**src/rtl/mwdc_fifo.sv**
```systemverilog
// ----------------------------------------------------------------------------
// mwdc_fifo
// Two-entry word queue between the letter front end and the table search.
// ----------------------------------------------------------------------------
`timescale 1ns / 1ps
`default_nettype none

module mwdc_fifo #(
    parameter int DATA_W = 8
) (
    input  wire logic              i_clk,
    input  wire logic              i_rst_n,
    input  wire logic              i_push,
    input  wire logic [DATA_W-1:0] i_data,
    input  wire logic              i_pop,
    output logic                   o_full,
    output logic                   o_valid,
    output logic [DATA_W-1:0]      o_data
);
    logic [DATA_W-1:0] r_mem [2];
    logic              r_wr_ptr;
    logic              r_rd_ptr;
    logic [1:0]        r_fill;

    assign o_full  = (r_fill == 2'd2);
    assign o_valid = (r_fill != 2'd0);
    assign o_data  = r_mem[r_rd_ptr];

    always_ff @(posedge i_clk) begin
        if (i_push) begin
            r_mem[r_wr_ptr] <= i_data;
        end
    end

    always_ff @(posedge i_clk) begin
        if (!i_rst_n) begin
            r_wr_ptr <= 1'b0;
            r_rd_ptr <= 1'b0;
            r_fill   <= 2'd0;
        end else begin
            if (i_push) begin
                r_wr_ptr <= !r_wr_ptr;
            end
            if (i_pop) begin
                r_rd_ptr <= !r_rd_ptr;
            end
            case ({i_push, i_pop})
                2'b10:   r_fill <= r_fill + 2'd1;
                2'b01:   r_fill <= r_fill - 2'd1;
                default: r_fill <= r_fill;
            endcase
        end
    end

endmodule

`default_nettype wire

```
**config.mk**
```make
export PLATFORM = sky130hd
export DESIGN_NAME = mwdc_fifo
export DESIGN_NICKNAME = d
export VERILOG_FILES = /design/src/rtl/mwdc_fifo.sv
export SDC_FILE = /design/constraint.sdc
export NUM_CORES = 1
export LEC_CHECK = 0
export ABC_AREA = 1
export BUFFER_PORTS_ARGS = -buffer_cell sky130_fd_sc_hd__buf_2
export CORE_MARGIN = 5
export CORE_UTILIZATION = 53
export DETAILED_ROUTE_END_ITERATION = 8
export GPL_ROUTABILITY_DRIVEN = 0
export PLACE_DENSITY = 0.86
export REMOVE_ABC_BUFFERS = 1
export SYNTH_ARGS = -nofsm -noshare
export SYNTH_HDL_FRONTEND = slang
export SYNTH_SLANG_ARGS = --single-unit
```
**constraint.sdc**
```tcl
create_clock -name i_clk -period 2.3 [get_ports i_clk]
set_input_delay 0.115 -clock i_clk [delete_from_list [all_inputs] [get_ports i_clk]]
set_output_delay 0.115 -clock i_clk [all_outputs]
set_load 0.005 [all_outputs]
```
==> metrics.log <==
[metrics] run status: finished clean
[metrics] areal power density over the cells: 683 nW/µm²
[metrics] DPL Wire Length: 1010 µm
[metrics] final antenna diode count: 0
[metrics] Placed Area: 952 µm²
[metrics] Setup CP Type: register to primary output
[metrics] final wirelength: 1330 µm
[metrics] net total in the final layout: 103
[metrics] detailed-route DRC error count: 0
[metrics] cell with the most instances after synthesis: sky130_fd_sc_hd__edfxtp_1
[metrics] source-to-sink clock delay at the later pin of the worst-skew pair: 290 ps
[metrics] number of buffers added by the clock tree synthesis step: 3
[metrics] Warnings, synthesis: 0
[metrics] CORE AREA: 1510 µm²
[metrics] final count of pins violating max slew: 0
[metrics] Post-Syn Instances: 60
[metrics] post-synthesis share of cell area spent on xor and xnor gates: 0%
[metrics] Starting Density: 55.6%
[metrics] vias per inst: 4.96
[metrics] Pre-antenna DRT Iters: 4
[metrics] async set-or-reset flop fraction in the synthesized netlist: 0%
[metrics] synth cell count leaders: sky130_fd_sc_hd__edfxtp_1 (16), sky130_fd_sc_hd__nor2_1 (11), sky130_fd_sc_hd__nand2_1 (9), sky130_fd_sc_hd__mux2_4 (8), sky130_fd_sc_hd__inv_1 (6)
[metrics] final worst clock skew: 2.49 ps
[metrics] cell type with the highest aggregate area in the netlist: sky130_fd_sc_hd__edfxtp_1
[metrics] final total negative setup slack: 0 ps
[metrics] final worst-path cycle share: 65.4%
[metrics] setup repair after global routing missed its margin: no
[metrics] fraction of the mapped netlist area in compound gates: 1.19%
[metrics] CTS tree: built
[metrics] predominant post-synthesis flop cell: sky130_fd_sc_hd__edfxtp_1
[metrics] post-route cell area: 1030 µm²
[metrics] Die Wd: 49.8 µm
[metrics] Leakage Power: 0.000461 µW
[metrics] synthesized-area fraction occupied by adder cells: 1.49%
[metrics] global router's overall resource usage: 11.0%
[metrics] clk sink count: 21
[metrics] area enclosed by the die boundary: 2480 µm²
[metrics] post-CTS clock slew at the launch and capture registers of the worst setup and hold paths: 100 ps
[metrics] hold violation total from the final report: 0
[metrics] worst flop-to-flop path endpoint: r_mem[0][6]
[metrics] GRT Residual Overflow: 0
[metrics] Layout Area Growth over Synthesis: 22.7%
[metrics] post-synthesis sequential area ratio: 69.3%
[metrics] Critical Path Source Type: register
[metrics] number of storage elements in the synthesis netlist: 21
[metrics] Post-synth EDFFs: 16
[metrics] Register-to-Register Path Depth: 1
[metrics] total setup violations reported at the end of the flow: 0
[metrics] worst-case register-to-register setup slack: 1070 ps
[metrics] mux cell area share after synthesis: 14.3%
[metrics] pin slew with the least headroom to its limit: 669 ps
[metrics] biggest area contributors in the synthesized netlist: sky130_fd_sc_hd__edfxtp_1 (57%), sky130_fd_sc_hd__mux2_4 (14%), sky130_fd_sc_hd__dfxtp_1 (12%)
[metrics] end of the critical path: o_data[6]
[metrics] critical path data required time: 2180 ps
[metrics] Synth Area in Simple Gates: 9.70%
[metrics] number of antenna violations at the first check in global routing: 0
[metrics] clock period minus final worst setup slack: 1500 ps
[metrics] relative slew slack: 55.2%
[metrics] hold crit path type: input port to register
[metrics] ANT nets after route: 0
[metrics] buffers added on ports: 21
[metrics] count of distinct cell types in the synthesized netlist: 11
[metrics] highest achievable clock rate: 0.665 GHz
[metrics] Vert. Die Dim: 49.8 µm
[metrics] cells resized by post-CTS repair: 0
[metrics] Detailed Route Iter0 Violations: 4
[metrics] Crit Reg-Reg Startpoint: r_wr_ptr
[metrics] hold buffer count at cts: 0
[metrics] first-pass GRT wire length: 2100 µm
[metrics] fraction of post-synthesis cell area in the top cell type by area: 57.3%
[metrics] Max Fanout on Critical Path: 8
[metrics] kind of capture point of the worst setup path: primary output
[metrics] I/O pin count: 22
[metrics] CP Data Arrival Time: 1390 ps
[metrics] number of global-route vias before repair: 516
[metrics] maximum resistive drop on vdd: 0.000330 V
[metrics] average size of a mapped cell: 14.0 µm²
[metrics] area of the mapped netlist: 838 µm²
[metrics] maximum number of buffers from clock root to sink: 2
[metrics] row count: 14
[metrics] total setup buffers inserted after CTS: 0
[metrics] vias post-DR: 521
[metrics] max-cap violations: 0
[metrics] proportion of layout cells with a drive suffix above 1: 36.0%
[metrics] H-tree depth reported by CTS: 1
[metrics] largest net degree at the start of global routing: 12
[metrics] Clock Root Buffer: sky130_fd_sc_hd__clkbuf_4
[metrics] combinational family with the most area after synthesis: multiplexers
[metrics] wire per inst: 12.6 µm
## per-stage QoR
step | worst slack, ps | util (%) | power [µW] | std cells | hold WS, ps
finish | 797 | 68.3 | 703 | 105 | 16.7
global route | 716 | 68.3 | 746 | 105 | 1.40
CTS | 764 | 65.0 | 706 | 100 | 1.71
detailed placement | 1070 | 63.2 | 543 | 96 | 309
global placement | 1090 | 63.2 | 537 | 96 | 305
floorplan | 1240 | - | 504 | 59 | 214
## cell type report
cell class,count,area (µm²)
Multi-Input combinational cell,32,224
Fill cell,124,478
Timing Repair Buffer,26,155
Tap cell,16,20.0
Clock buffer,4,26.3
Sequential cell,21,581
Inverter,6,22.5
## how the worst min path moves through the flow
stage	start	end	slack, ps	depth (start not counted)
after CTS	i_data[1]	r_mem[1][1]	2	1
after global placement	i_data[5]	r_mem[0][5]	300	1
after floorplan	i_data[0]	r_mem[0][0]	210	0
after global routing	i_data[6]	r_mem[0][6]	1	1
after detailed placement	i_data[1]	r_mem[1][1]	310	1
final	i_data[3]	r_mem[0][3]	20	1
## cell usage in the layout (no fill, tap or decap), types with 3 or more instances in the layout
master                           n
sky130_fd_sc_hd__buf_2          21
sky130_fd_sc_hd__clkbuf_4        3
sky130_fd_sc_hd__dfxtp_1         5
sky130_fd_sc_hd__dlygate4sd3_1   5
sky130_fd_sc_hd__edfxtp_1       16
sky130_fd_sc_hd__inv_1           6
sky130_fd_sc_hd__mux2_4          8
sky130_fd_sc_hd__nand2_1         9
sky130_fd_sc_hd__nor2_1         11
## worst max-delay path, cell delays in order, from the launching register on
cell and delay (ps):
sky130_fd_sc_hd__dfxtp_1 640, sky130_fd_sc_hd__mux2_4 340, sky130_fd_sc_hd__buf_2 120
## metal layers
| metal | up-vias | share of wire [%] | GRT usage, % |
|---|---|---|---|
| li1 | 261 | - | - |
| met1 | 241 | 40 | 12.5 |
| met2 | 17 | 52 | 18.4 |
| met3 | 2 | 6.9 | 4.22 |
| met4 | 0 | 0.60 | 3.93 |
| met5 | - | 0 | 0 |
## power breakdown
group / internal [µW] / switching (µW) / total [µW]
logic: 52.9 / 39.1 / 92.0
registers: 433 / 14.2 / 447
clock network: 67.3 / 96.8 / 164
## registers in the layout (all words and copies together) (netlist names), named ones only
register and count:
r_fill 2, r_wr_ptr 1, r_rd_ptr 1, r_mem 16
## cell families after synthesis
logic type                 count (synthesis)
AOI/OAI and AO/OA                          2
adders and majority gates                  1
buffers and inverters                      7
DFF                                       21
muxes                                      8
and+or+nand+nor                           21
No activity file was read; power rests on OpenSTA's default activity.
