==> config.mk <==
export PLATFORM = sky130hd
export DESIGN_NAME = mwdc_front
export DESIGN_NICKNAME = d
export VERILOG_FILES = /design/src/rtl/mwdc_pkg.sv /design/src/rtl/mwdc_front.sv
export SDC_FILE = /design/constraint.sdc
export NUM_CORES = 1
export LEC_CHECK = 0
export BUFFER_PORTS_ARGS = -buffer_cell sky130_fd_sc_hd__buf_2
export CORE_MARGIN = 2
export CORE_UTILIZATION = 45
export DETAILED_ROUTE_END_ITERATION = 8
export GPL_TIMING_DRIVEN = 1
export HOLD_SLACK_MARGIN = 0.08
export PLACE_DENSITY = 0.75
export SYNTH_ARGS = -nofsm -noshare
export SYNTH_HDL_FRONTEND = slang
export SYNTH_SLANG_ARGS = --single-unit
==> constraint.sdc <==
create_clock -name i_clk -period 3.2 [get_ports i_clk]
set_input_delay 0 -clock i_clk [delete_from_list [all_inputs] [get_ports i_clk]]
set_output_delay 0 -clock i_clk [all_outputs]
set_load 0.02 [all_outputs]
==> src/rtl/mwdc_pkg.sv <==
// ----------------------------------------------------------------------------
// mwdc_pkg
// Shared constants, the letter-to-Morse table and the back-end state type
// for the distinct Morse word counter.
// ----------------------------------------------------------------------------
`timescale 1ns / 1ps
`default_nettype none

package mwdc_pkg;

    localparam int MAX_WORDS_DEF   = 128;
    localparam int MAX_SYMBOLS_DEF = 48;
    localparam int LETTER_W        = 5;
    localparam int COUNT_OUT_W     = 8;
    localparam int CODE_BITS_W     = 4;
    localparam int CODE_LEN_W      = 3;
    localparam logic [LETTER_W-1:0] LAST_LETTER = 5'd25;

    typedef struct packed {
        logic [CODE_BITS_W-1:0] bits;
        logic [CODE_LEN_W-1:0]  len;
    } t_code;

    typedef enum logic [1:0] {
        S_IDLE,
        S_SCAN,
        S_RES
    } t_back_state;

    // Symbol k of a code sits in bit k, dot = 0 and dash = 1.
    function automatic t_code mwdc_code(input logic [LETTER_W-1:0] letter);
        t_code c;
        case (letter)
            5'd0:    c = '{bits: 4'd2,  len: 3'd2};
            5'd1:    c = '{bits: 4'd1,  len: 3'd4};
            5'd2:    c = '{bits: 4'd5,  len: 3'd4};
            5'd3:    c = '{bits: 4'd1,  len: 3'd3};
            5'd4:    c = '{bits: 4'd0,  len: 3'd1};
            5'd5:    c = '{bits: 4'd4,  len: 3'd4};
            5'd6:    c = '{bits: 4'd3,  len: 3'd3};
            5'd7:    c = '{bits: 4'd0,  len: 3'd4};
            5'd8:    c = '{bits: 4'd0,  len: 3'd2};
            5'd9:    c = '{bits: 4'd14, len: 3'd4};
            5'd10:   c = '{bits: 4'd5,  len: 3'd3};
            5'd11:   c = '{bits: 4'd2,  len: 3'd4};
            5'd12:   c = '{bits: 4'd3,  len: 3'd2};
            5'd13:   c = '{bits: 4'd1,  len: 3'd2};
            5'd14:   c = '{bits: 4'd7,  len: 3'd3};
            5'd15:   c = '{bits: 4'd6,  len: 3'd4};
            5'd16:   c = '{bits: 4'd11, len: 3'd4};
            5'd17:   c = '{bits: 4'd2,  len: 3'd3};
            5'd18:   c = '{bits: 4'd0,  len: 3'd3};
            5'd19:   c = '{bits: 4'd1,  len: 3'd1};
            5'd20:   c = '{bits: 4'd4,  len: 3'd3};
            5'd21:   c = '{bits: 4'd8,  len: 3'd4};
            5'd22:   c = '{bits: 4'd6,  len: 3'd3};
            5'd23:   c = '{bits: 4'd9,  len: 3'd4};
            5'd24:   c = '{bits: 4'd13, len: 3'd4};
            5'd25:   c = '{bits: 4'd3,  len: 3'd4};
            default: c = '{bits: 4'd0,  len: 3'd0};
        endcase
        return c;
    endfunction

endpackage

`default_nettype wire

==> src/rtl/mwdc_front.sv <==
// ----------------------------------------------------------------------------
// mwdc_front
// Letter front end: appends each letter's Morse code to the word in progress
// and pushes a finished word, with its clear and overflow marks, to the queue.
// ----------------------------------------------------------------------------
`timescale 1ns / 1ps
`default_nettype none

module mwdc_front #(
    parameter int MAX_SYMBOLS = mwdc_pkg::MAX_SYMBOLS_DEF,
    parameter int SYM_W       = MAX_SYMBOLS,
    parameter int LEN_W       = $clog2(MAX_SYMBOLS + 1)
) (
    input  wire logic                          i_clk,
    input  wire logic                          i_rst_n,
    input  wire logic                          i_start,
    input  wire logic                          i_full,
    input  wire logic [mwdc_pkg::LETTER_W-1:0] i_letter,
    input  wire logic                          i_end_of_word,
    input  wire logic                          i_new_set,
    output logic                               o_push,
    output logic [SYM_W-1:0]                   o_job_bits,
    output logic [LEN_W-1:0]                   o_job_len,
    output logic                               o_job_ovf,
    output logic                               o_job_clr
);
    import mwdc_pkg::*;

    logic [SYM_W-1:0] r_pattern, n_pattern;
    logic [LEN_W-1:0] r_len, n_len;
    logic             r_ovf, n_ovf;
    logic             r_clr_pend, n_clr;
    logic [SYM_W-1:0] base_pattern;
    logic [LEN_W-1:0] base_len;
    logic             base_ovf;
    logic [LEN_W:0]   sum_len;
    logic             fits;
    logic             accept;
    t_code            code;

    always_comb begin
        accept       = i_start && !i_full;
        code         = mwdc_code(i_letter);
        base_pattern = i_new_set ? '0 : r_pattern;
        base_len     = i_new_set ? '0 : r_len;
        base_ovf     = i_new_set ? 1'b0 : r_ovf;
        n_clr        = i_new_set || r_clr_pend;
        sum_len      = {1'b0, base_len} + (LEN_W + 1)'(code.len);
        fits         = (sum_len <= (LEN_W + 1)'(MAX_SYMBOLS));
        // A code that does not fit is dropped and marks the word as too long.
        n_pattern    = fits ? (base_pattern | (SYM_W'(code.bits) << base_len))
                            : base_pattern;
        n_len        = fits ? sum_len[LEN_W-1:0] : base_len;
        n_ovf        = base_ovf || !fits;
        o_push       = accept && i_end_of_word;
        o_job_bits   = n_pattern;
        o_job_len    = n_len;
        o_job_ovf    = n_ovf;
        o_job_clr    = n_clr;
    end

    always_ff @(posedge i_clk) begin
        if (!i_rst_n) begin
            r_pattern  <= '0;
            r_len      <= '0;
            r_ovf      <= 1'b0;
            r_clr_pend <= 1'b0;
        end else if (accept) begin
            if (i_end_of_word) begin
                r_pattern  <= '0;
                r_len      <= '0;
                r_ovf      <= 1'b0;
                r_clr_pend <= 1'b0;
            end else begin
                r_pattern  <= n_pattern;
                r_len      <= n_len;
                r_ovf      <= n_ovf;
                r_clr_pend <= n_clr;
            end
        end
    end

endmodule

`default_nettype wire

==> summary.txt, run 1 <==
Floorplan
  – Placement row count: 34
  – Count of pins on the block boundary: 68
  – Effective utilization at floorplan: 0.459
  – Vertical extent of the die: 97.7 um
  – Die Outline Area: 9540 um2
  – Core Box Area: 8590 um2
  – Horizontal die dimension: 97.7 um

Clocking
  – H-tree lvl count: 2
  – CTS tree: done
  – CTS max path bufs: 2
  – Cell at the root of the clock tree: clkbuf_8
  – Number of sinks on the clock net: 56
  – CTS Buf Count: 5
  – Worst-path clk slew: 0.11 ns
  – Clock network latency to the later pin of the worst-skew pair: 0.32 ns

Timing
  – Slew at the pin closest to its max-slew limit: 0.876 ns
  – Setup-failing EPs final: 0
  – Post-route clock period utilization: 0.973
  – Max-slew violation count: 0
  – Minimum period implied by the final worst setup slack: 3.11 ns
  – Fmax: 321 MHz
  – Final total negative setup slack: 0 ns
  – Count of final hold-check violations: 0
  – Worst clock skew: 0.00319 ns
  – Headroom to the max-slew limit: 0.410

Route
  – DRC errors left: 0
  – Via total after detailed routing: 4287
  – WL/cell: 17.4 um
  – Post-detailed-routing wire length: 12000 um
  – Count of routing violations after the opening detailed-route iteration: 304
  – Drt first pass iters: 5
  – Via density: 6.20
  – Number of antenna-violating nets in the routed design: 0

Yosys
  – Area leader, netlist: dfxtp_1
  – Share of the synthesized area in the top cell type: 0.284
  – Number of instances in the synthesized netlist: 498
  – Mapped Nets: 520
  – Flip-flop and latch count after synthesis: 56
  – Synthesis Warnings: 0
  – Proportion of synthesized flip-flops having asynchronous set or reset: 0
  – Prevailing post-synth register cell: dfxtp_1
  – Dominant cells by area after synthesis: dfxtp_1, nand2_1, o2bb2ai_1, o21ai_0, ha_1
  – Number of enable-type register cells in the synthesized netlist: 0
  – Mean Syn Cell Area: 7.93 um2
  – Yosys cell types: 79
  – Cell Area, Synth: 3950 um2
  – Part of the Yosys area used for sequential elements: 0.284

Worst setup path
  – CP max FO: 5
  – WP data required: 3.20 ns
  – Critical path type: primary input to output port
  – Kind of capture point of the worst setup path: output port
  – Setup crit start kind: primary input
  – CP Data Arrival Time: 3.11 ns

Finish
  – Area overhead of the layout relative to synthesis: 21.2%
  – Diode insertion count for antenna repair: 0
  – Final Instance Area: 4780 um2
  – Fraction of final layout cells with drive strength greater than 1: 0.295
  – Number of nets in the layout: 604
  – Number of fill cells in the layout: 819

Place
  – Area of placed instances: 4500 um2
  – HPWL after detailed placement: 8510 um
  – Placer Congestion: 0.973
  – Number of input and output port buffers inserted: 67

Min path
  – Kind of path behind the tightest hold check: primary input to flop

Global routing
  – Wire length of the first global-routing pass: 19300 um
  – Vias in the first global route: 3986
  – Largest net degree at the start of global routing: 50
  – Overall fraction of global-route tracks in use: 0.242
  – Number of antenna violations at the first check in global routing: 0
  – GR Overflow Total: 0

Power
  – Leak Pwr: 0.00190 uW
  – Power per Cell Area: 300 nW/um2
  – Switch Pwr: 458 uW
  – Cell internal power dissipation: 978 uW
  – Seq pwr share: 0.490
  – Switching portion of total power: 0.319
  – Worst ir drop on vdd: 190 uV
  – Power Total: 1440 uW
  – Logic gate share of total power: 0.208
  – Part of the total power dissipated in the clock network: 0.302

Job
  – Max-Cap Viols: 0

Outcome
  – Result of the run: finished, final reports clean
state kept, by name, summed over array words and instances (netlist names):
signal      count
r_clr_pend      1
r_pattern      48
r_len           6
r_ovf           1
placed cells by master (no fill, tap or decap), drive strengths merged, types with 7 or more instances in the layout:
cell type and count:
a21oi 16, and3 7, buf 109, dfxtp 56, ha 10, inv 19
nand2 90, nand2b 10, nand3 11, nor2 25, nor3 8, o21ai 57
o2bb2ai 36, o31ai 10
critical path: stages:
cell and delay [ns]:
buf_2 0.14, ha_1 0.18, nand2b_4 0.14, a31oi_4 0.20
nand2b_1 0.10, a21oi_2 0.12, a21oi_1 0.06, o21ai_2 0.11
fa_2 0.47, or2_4 0.25, a2bb2oi_2 0.15, o221ai_2 0.31
buf_4 0.18, nand2_1 0.06, or3_4 0.37, a21oi_2 0.15
buf_6 0.13
metrics by stage:
stage,setup WS [ns],cells,hold WS (ns),util
floorplan,0.0106,498,0.117,-
global placement,0.00839,676,0.289,0.524
detailed placement,-0.0972,676,0.303,0.524
CTS,0.0277,687,0.170,0.541
global route,-0.0408,691,0.204,0.557
finish,0.0852,691,0.176,0.557
cells in the mapped netlist (all sizes together) (7+ instances only):
library cell / n
a21oi: 16
and3: 7
buf: 18
clkbuf: 17
dfxtp: 56
ha: 10
inv: 16
nand2: 90
nand2b: 10
nand3: 11
nor2: 25
nor3: 8
o21ai: 57
o2bb2ai: 36
o31ai: 10
cell families (layout without fill, tap and decap cells):
| logic type | after synthesis | count (layout) | share of synthesized area |
|---|---|---|---|
| adders and majority gates | 11 | 11 | 0.0368 |
| DFF | 56 | 56 | 0.284 |
| buffers and inverters | 51 | 136 | 0.0669 |
| and+or+nand+nor | 184 | 184 | 0.221 |
| AOI/OAI and AO/OA | 184 | 184 | 0.358 |
| muxes | 8 | 8 | 0.0241 |
| xor gates and xnor gates | 4 | 4 | 0.00888 |
timing repair:
action / CTS / global route
hold buffers: 3 / 0
endpoints found under the setup margin: 4 / 20
buffers inserted: 0 / 4
endpoints found under the hold margin: 4 / 0
resized for setup: 5 / 27
pin swaps: 0 / 8
routing by layer:
metal / vias up / track usage / wire length, um
li1: 2018 / - / -
met1: 2049 / 0.317 / 5140
met2: 181 / 0.401 / 5770
met3: 39 / 0.0353 / 732
met4: 0 / 0.0972 / 397
met5: - / 0 / 0
final timing paths:
kind                                    from                          to  slack, ns  cells past startpoint
hold / removal                       i_start     r_clr_pend$_SDFFE_PN0P_       0.18                      4
setup / recovery                 i_letter[1]                o_job_len[4]       0.09                     17
setup reg to reg       r_len[0]$_SDFFE_PN0P_  r_pattern[29]$_SDFFE_PN0P_       0.50                     11
hold reg to reg   r_pattern[46]$_SDFFE_PN0P_  r_pattern[46]$_SDFFE_PN0P_       0.46                      2
power by group through the flow:
stage | clock network [uW] | registers [uW] | logic [uW]
finish | 434 | 704 | 298
global route | 456 | 705 | 322
CTS | 438 | 704 | 275
detailed placement | 0 | 720 | 269
global placement | 0 | 719 | 263
floorplan | 0 | 718 | 195
final cells by class:
class / instances / area [um2] / area share
Clock buffer: 5 / 68.8 / 0.0144
Clock inverter: 3 / 28.8 / 0.00601
Inverter: 16 / 62.6 / 0.0131
Multi-Input combinational cell: 391 / 2670 / 0.559
Sequential cell: 56 / 1120 / 0.235
Tap cell: 108 / 135 / 0.0282
Timing Repair Buffer: 112 / 693 / 0.145
Power figures use the tool's default switching activity.
==> inputs of run 2 (changes only) <==
Settings changed: ABC_AREA set to 1.
==> run 2 against run 1 <==
Net effect: clock skew rose by 0.0070 ns; maximum frequency increased by 3.9%; largest power group unchanged; power decreased by 5.6%; die area up 2.5%; core utilization down 3.0 points.
==> summary.txt, run 2 <==
Outcome
  – Result of the run: finished, final reports clean

Finish
  – Area overhead of the layout relative to synthesis: 13.4%
  – Largest registers ranked by flip-flop count: r_pattern (48), r_len (6)
  – Diode insertion count for antenna repair: 0 (unchanged)
  – Number of nets in the layout: 707 (+17%)
  – Footprint of the flip-flops and latches: 1120 um2 (-0.22%)
  – Non-filler cells, final: 794 (+15%)
  – Max FFs per register: 48 (unchanged)
  – Area used by multi-input combinational logic: 2610 um2 (-2.3%)
  – Register containing the most flip-flops in the final layout: r_pattern
  – Number of fill cells in the layout: 865 (+5.6%)
  – Commonest cells after routing, fill and taps aside: nand2_1, buf_2, nand3_1, dfxtp_1, a21oi_1
  – Most common cell after layout, fill and taps aside: nand2_1
  – Fraction of final layout cells with drive strength greater than 1: 0.255 (-0.0399)
  – Final Instance Area: 4600 um2 (-3.9%)

Yosys
  – Part of the Yosys area used for sequential elements: 0.277 (-0.00728)
  – Number of enable-type register cells in the synthesized netlist: 0 (unchanged)
  – Flip-flop and latch count after synthesis: 56 (unchanged)
  – Yosys cell types: 40 (-49%)
  – Proportion of synthesized flip-flops having asynchronous set or reset: 0 (unchanged)
  – Most frequently used cell type in the post-synthesis netlist: nand2_1
  – Mean Syn Cell Area: 6.46 um2 (-18%)
  – Number of instances in the synthesized netlist: 627 (+26%)
  – Prevailing post-synth register cell: dfxtp_1
  – Cell Area, Synth: 4050 um2 (+2.6%)
  – Share of the synthesized area in the top cell type: 0.277 (-0.00728)
  – Synth cell count leaders: nand2_1, nand3_1, dfxtp_1, a21oi_1, nand2_2
  – Mapped Nets: 649 (+25%)
  – Area leader, netlist: dfxtp_1
  – Synthesis Warnings: 0 (unchanged)
  – Dominant cells by area after synthesis: dfxtp_1, nand2_1, nand3_1, a21oi_1, nand2_2

Worst setup path
  – Beginning of the worst register-to-register path: r_len[0]$_SDFFE_PN0P_
  – Setup crit start kind: flop
  – CP Data Arrival Time: 3.00 ns (-0.11 ns)
  – CP max FO: 12 (+7)
  – Kind of capture point of the worst setup path: output port
  – Critical path type: flop to output port
  – Critical path startpoint: r_len[0]$_SDFFE_PN0P_
  – WP data required: 3.20 ns (about the same)

Floorplan
  – Horizontal die dimension: 98.9 um (+1.3%)
  – Die Outline Area: 9780 um2 (+2.5%)
  – Core Box Area: 8720 um2 (+1.5%)
  – Vertical extent of the die: 98.9 um (+1.3%)
  – Count of pins on the block boundary: 68 (unchanged)
  – Placement row count: 34 (unchanged)
  – Effective utilization at floorplan: 0.465 (+0.00519)

Place
  – Number of input and output port buffers inserted: 67 (unchanged)
  – # placed instances: 775 (+15%)
  – Placer Congestion: 0.863 (-11%)
  – Area of placed instances: 4400 um2 (-2.3%)
  – HPWL after detailed placement: 8010 um (-5.8%)

Power
  – Power per Cell Area: 295 nW/um2 (-1.7%)
  – Leak Pwr: 0.00209 uW (+9.8%)
  – Seq pwr share: 0.518 (+0.028)
  – Switch Pwr: 431 uW (-5.9%)
  – Cell internal power dissipation: 925 uW (-5.4%)
  – Worst ir drop on vdd: 297 uV (+56%)
  – Logic gate share of total power: 0.167 (-0.041)
  – Part of the total power dissipated in the clock network: 0.315 (+0.013)
  – Switching portion of total power: 0.318 (-0.00119)

Route
  – DRC errors left: 0 (unchanged)
  – Count of routing violations after the opening detailed-route iteration: 295 (-3.0%)
  – WL/cell: 14.4 um (-17%)
  – Via density: 5.41 (-13%)
  – Post-detailed-routing wire length: 11400 um (-5.0%)
  – Drt first pass iters: 5 (unchanged)
  – Number of antenna-violating nets in the routed design: 0 (unchanged)
  – Via total after detailed routing: 4299 (+0.28%)

Timing
  – Max-slew violation count: 0 (unchanged)
  – Setup-failing EPs final: 0 (unchanged)
  – RSZ-0062 raised after global routing: false
  – Final hold slack: 0.198 ns (+0.0217 ns)
  – Headroom to the max-slew limit: 0.254 (-0.156)
  – Count of final hold-check violations: 0 (unchanged)
  – Slew at the pin closest to its max-slew limit: 1.12 ns (+0.241 ns)
  – Minimum period implied by the final worst setup slack: 3.00 ns (-0.118 ns)
  – Final total negative setup slack: 0 ns (unchanged)
  – Post-route clock period utilization: 0.937 (-0.0368)
  – Fmax: 334 MHz (+3.9%)
  – Worst clock skew: 0.0102 ns (+0.00700 ns)

Clocking
  – CTS tree: done
  – CTS Buf Count: 5 (unchanged)
  – Worst-path clk slew: 0.11 ns (about the same)
  – H-tree lvl count: 2 (unchanged)
  – Number of sinks on the clock net: 56 (unchanged)
  – Cell at the root of the clock tree: clkbuf_8
  – Clock network latency to the later pin of the worst-skew pair: 0.33 ns (about the same)
  – CTS max path bufs: 2 (unchanged)

Global routing
  – Largest net degree at the start of global routing: 57 (+14%)
  – Number of antenna violations at the first check in global routing: 0 (unchanged)
  – Wire length of the first global-routing pass: 18900 um (-2.1%)
  – Vias in the first global route: 3901 (-2.1%)
  – GR Overflow Total: 0 (unchanged)
  – Overall fraction of global-route tracks in use: 0.233 (-0.00921)

Min path
  – Kind of path behind the tightest hold check: primary input to flop
  – Hold path startpoint: i_start

Job
  – Max-Cap Viols: 0 (unchanged)
run 2: cell count changes after synthesis, sizes merged, moves of 8 or more:
cell     change
o2bb2ai     -36
o21ai       -38
nand4       +15
nand2b      -10
nor3         -8
inv         +15
a21oi       +51
nand3       +55
o31ai        -9
nand2      +198
run 2: power by group through the flow:
stage / Combinational (uW) / Sequential, uW / Clock (uW)
final: 227 / 702 / 428
after global routing: 250 / 703 / 460
after CTS: 223 / 702 / 433
after detailed placement: 218 / 718 / 0
after global placement: 218 / 718 / 0
after floorplan: 161 / 718 / 0
run 2: what timing repair did:
item                       in CTS  in global routing
buffers inserted                0                  6
setup endpoints to repair       0                 21
hold endpoints to repair       16                  0
resized for setup               0                  2
hold buffers                    5                  0
run 2: worst max-delay path, stage by stage, from the launching register on:
cell     delay (ns)
dfxtp_1        0.33
nand2_2        0.18
inv_2          0.11
ha_1           0.24
fa_1           0.47
xnor2_1        0.25
nand2_1        0.09
nor2_1         0.13
nand3_2        0.17
nand2_8        0.17
nand2_8        0.10
inv_12         0.10
nand2_2        0.06
nand2_2        0.08
buf_2          0.17
run 2: cells by family after synthesis:
logic type | after synthesis | synth area share
xor+xnor | 1 | 0.00216
buf+inv | 67 | 0.0818
simple gates | 402 | 0.458
fa+ha+maj | 11 | 0.0358
compound gates | 90 | 0.145
flops | 56 | 0.277
run 2: worst paths after layout:
check	cells past startpoint	to	slack, ns
setup reg to reg	13	r_pattern[42]$_SDFFE_PN0P_	0.44
hold reg to reg	2	r_pattern[9]$_SDFFE_PN0P_	0.47
hold / removal	7	r_pattern[47]$_SDFFE_PN0P_	0.20
setup / recovery	14	o_job_bits[19]	0.20
run 2: layer usage:
metal  vias to the layer above  track usage  share of wire
met5                         -            0              0
met4                         0       0.0495         0.0092
met3                        10       0.0454          0.069
met2                       149        0.365           0.45
met1                      1983        0.333           0.47
li1                       2157            -              -
run 2: layout make-up:
cell class,instances,area share
multi-input combinational,504,0.568
sequential,56,0.244
tap,108,0.0294
timing repair buffer,86,0.107
clock buffer,5,0.0150
inverter,32,0.0310
clock inverter,3,0.00599
run 2: through the flow:
step                 util  power (uW)  setup slack, ns
floorplan               -         879            0.513
global placement    0.505         936            0.135
detailed placement  0.505         936           0.0830
CTS                 0.521        1360            0.123
global route        0.527        1410           0.0146
finish              0.527        1360            0.203
==> inputs of run 3 (changes only) <==
Settings changed: CELL_PAD_IN_SITES_DETAIL_PLACEMENT set to 1, CELL_PAD_IN_SITES_GLOBAL_PLACEMENT set to 1, CORE_UTILIZATION 45 to 36, HOLD_SLACK_MARGIN 0.08 to 0.05, PLACE_DENSITY 0.75 to 0.83.
==> run 3 against run 2 <==
Net effect: core utilization fell by 9.8 points; flip-flop and latch count stayed put; clock power increased by 17%; sequential share of layout area down 0.38 points; clock skew decreased by 0.0011 ns; wire length grew 17%; combinational power up 4%; count of clock-buffer cells in the layout unchanged; sequential power barely moved; global-route usage fell by 1.0 points; die area rose by 24%; critical path depth did not move.
==> summary.txt, run 3 (synthesized netlist as in run 2, its figures left out) <==
Clocking
  – Worst-path clk slew: 0.11 ns (about the same)
  – CTS max path bufs: 2 (unchanged)
  – Cell at the root of the clock tree: clkbuf_8
  – Number of sinks on the clock net: 56 (unchanged)
  – Clock network latency to the later pin of the worst-skew pair: 0.32 ns (about the same)
  – CTS Buf Count: 5 (unchanged)
  – H-tree lvl count: 2 (unchanged)
  – CTS tree: done

Route
  – Via density: 5.28 (-2.4%)
  – Post-detailed-routing wire length: 13400 um (+17%)
  – DRC errors left: 0 (unchanged)
  – Via total after detailed routing: 4353 (+1.3%)
  – Number of antenna-violating nets in the routed design: 0 (unchanged)
  – Count of routing violations after the opening detailed-route iteration: 168 (-43%)
  – Drt first pass iters: 4 (-1)
  – WL/cell: 16.3 um (+13%)

Worst setup path
  – Setup crit start kind: flop
  – Critical path type: flop to output port
  – CP Data Arrival Time: 3.02 ns (+0.02 ns)
  – CP max FO: 9 (-3)
  – WP data required: 3.20 ns (about the same)
  – Kind of capture point of the worst setup path: output port

Floorplan
  – Horizontal die dimension: 110 um (+11%)
  – Effective utilization at floorplan: 0.372 (-0.0925)
  – Vertical extent of the die: 110 um (+11%)
  – Core Box Area: 10900 um2 (+25%)
  – Count of pins on the block boundary: 68 (unchanged)
  – Die Outline Area: 12100 um2 (+24%)
  – Placement row count: 38 (+12%)

Finish
  – Number of nets in the layout: 705 (-0.28%)
  – Footprint of the flip-flops and latches: 1120 um2 (unchanged)
  – Largest registers ranked by flip-flop count: r_pattern (48), r_len (6)
  – Area overhead of the layout relative to synthesis: 15.2%
  – Register containing the most flip-flops in the final layout: r_pattern
  – Max FFs per register: 48 (unchanged)
  – Most common cell after layout, fill and taps aside: nand2_1
  – Final Instance Area: 4670 um2 (+1.6%)
  – Fraction of final layout cells with drive strength greater than 1: 0.263 (+0.00806)
  – Commonest cells after routing, fill and taps aside: nand2_1, buf_2, nand3_1, dfxtp_1, a21oi_1
  – Area used by multi-input combinational logic: 2640 um2 (+1.3%)
  – Diode insertion count for antenna repair: 0 (unchanged)
  – Number of fill cells in the layout: 1495 (+73%)

Power
  – Power per Cell Area: 308 nW/um2 (+4.3%)
  – Leak Pwr: 0.00210 uW (+0.77%)
  – Worst ir drop on vdd: 209 uV (-30%)

Global routing
  – GR Overflow Total: 0 (unchanged)
  – Wire length of the first global-routing pass: 21700 um (+15%)
  – Vias in the first global route: 4488 (+15%)
  – Largest net degree at the start of global routing: 57 (unchanged)
  – Overall fraction of global-route tracks in use: 0.223 (-0.0102)
  – Number of antenna violations at the first check in global routing: 0 (unchanged)

Place
  – Dpl ws: 0.0474 ns (-0.0356 ns)
  – Number of input and output port buffers inserted: 67 (unchanged)
  – Area of placed instances: 4460 um2 (+1.3%)
  – HPWL after detailed placement: 9690 um (+21%)
  – Placer Congestion: 0.871 (+0.87%)

Timing
  – Count of final hold-check violations: 0 (unchanged)
  – Final hold slack: 0.0800 ns (-0.118 ns)
  – Headroom to the max-slew limit: 0.350 (+0.0955)
  – Worst clock skew: 0.00911 ns (-0.00108 ns)
  – Setup-failing EPs final: 0 (unchanged)
  – Final total negative setup slack: 0 ns (unchanged)
  – Max-slew violation count: 0 (unchanged)
  – Post-route clock period utilization: 0.945 (+0.00852)
  – Minimum period implied by the final worst setup slack: 3.02 ns (+0.0273 ns)
  – Slew at the pin closest to its max-slew limit: 0.974 ns (-0.143 ns)
  – Final worst setup slack: 0.176 ns (-0.0273 ns)
  – Fmax: 331 MHz (-0.90%)

Outcome
  – Result of the run: finished, final reports clean

Job
  – Max-Cap Viols: 0 (unchanged)

Min path
  – Kind of path behind the tightest hold check: primary input to flop
## run 3: cell count changes in the layout (fill, tap and decap cells not counted), sizes merged
cell         change
clkinvlp         -1
dlygate4sd3      -2
bufinv           +1
## run 3: through the flow
stage / power (uW) / util / instances
global placement: 941 / 0.409 / 809
global route: 1500 / 0.429 / 824
floorplan: 879 / - / 627
detailed placement: 943 / 0.409 / 809
finish: 1440 / 0.429 / 824
CTS: 1440 / 0.423 / 820
## run 3: per-layer routing
| metal | up-vias | track usage | part of all wire |
|---|---|---|---|
| li1 | 2145 | - | - |
| met1 | 2099 | 0.306 | 0.47 |
| met2 | 95 | 0.378 | 0.48 |
| met3 | 14 | 0.0235 | 0.037 |
| met4 | 0 | 0.0425 | 0.012 |
| met5 | - | 0 | 0 |
## run 3: final timing paths
kind	from	end	slack [ns]	cells after the start
max	r_len[0]$_SDFFE_PN0P_	o_job_bits[47]	0.18	14
min	i_new_set	r_clr_pend$_SDFFE_PN0P_	0.08	3
max reg2reg	r_len[0]$_SDFFE_PN0P_	r_pattern[42]$_SDFFE_PN0P_	0.41	15
min reg2reg	r_pattern[47]$_SDFFE_PN0P_	r_pattern[47]$_SDFFE_PN0P_	0.47	2
## run 3: timing repair
| action | CTS | global route |
|---|---|---|
| buffers inserted | 0 | 4 |
| hold buffers | 3 | 0 |
| setup endpoints to repair | 0 | 26 |
| resized for setup | 0 | 10 |
| endpoints found under the hold margin | 9 | 0 |
## run 3: critical path: stages, from the launching register on
cell	delay [ns]
dfxtp_1	0.36
nand2_4	0.14
inv_2	0.10
ha_1	0.23
fa_1	0.50
nand2_1	0.15
a21oi_4	0.08
nor2_2	0.14
a21oi_4	0.06
nand2_1	0.14
nand2_4	0.09
a21oi_4	0.27
nand3_1	0.16
nand2_1	0.12
buf_2	0.17
## run 3: cell type report
| class | instances | area share |
|---|---|---|
| inverters | 32 | 0.0306 |
| flip-flops and latches | 56 | 0.240 |
| well taps | 140 | 0.0375 |
| clock buffers | 5 | 0.0147 |
| multi-input cells | 504 | 0.566 |
| repair buffers | 84 | 0.101 |
| clock inverters | 3 | 0.00992 |
## run 3: report_power, final
group / internal, uW / switching, uW / leakage (uW)
clock network: 238 / 262 / 0.0000600
registers: 700 / 2.41 / 0.000451
logic: 65.2 / 170 / 0.00159
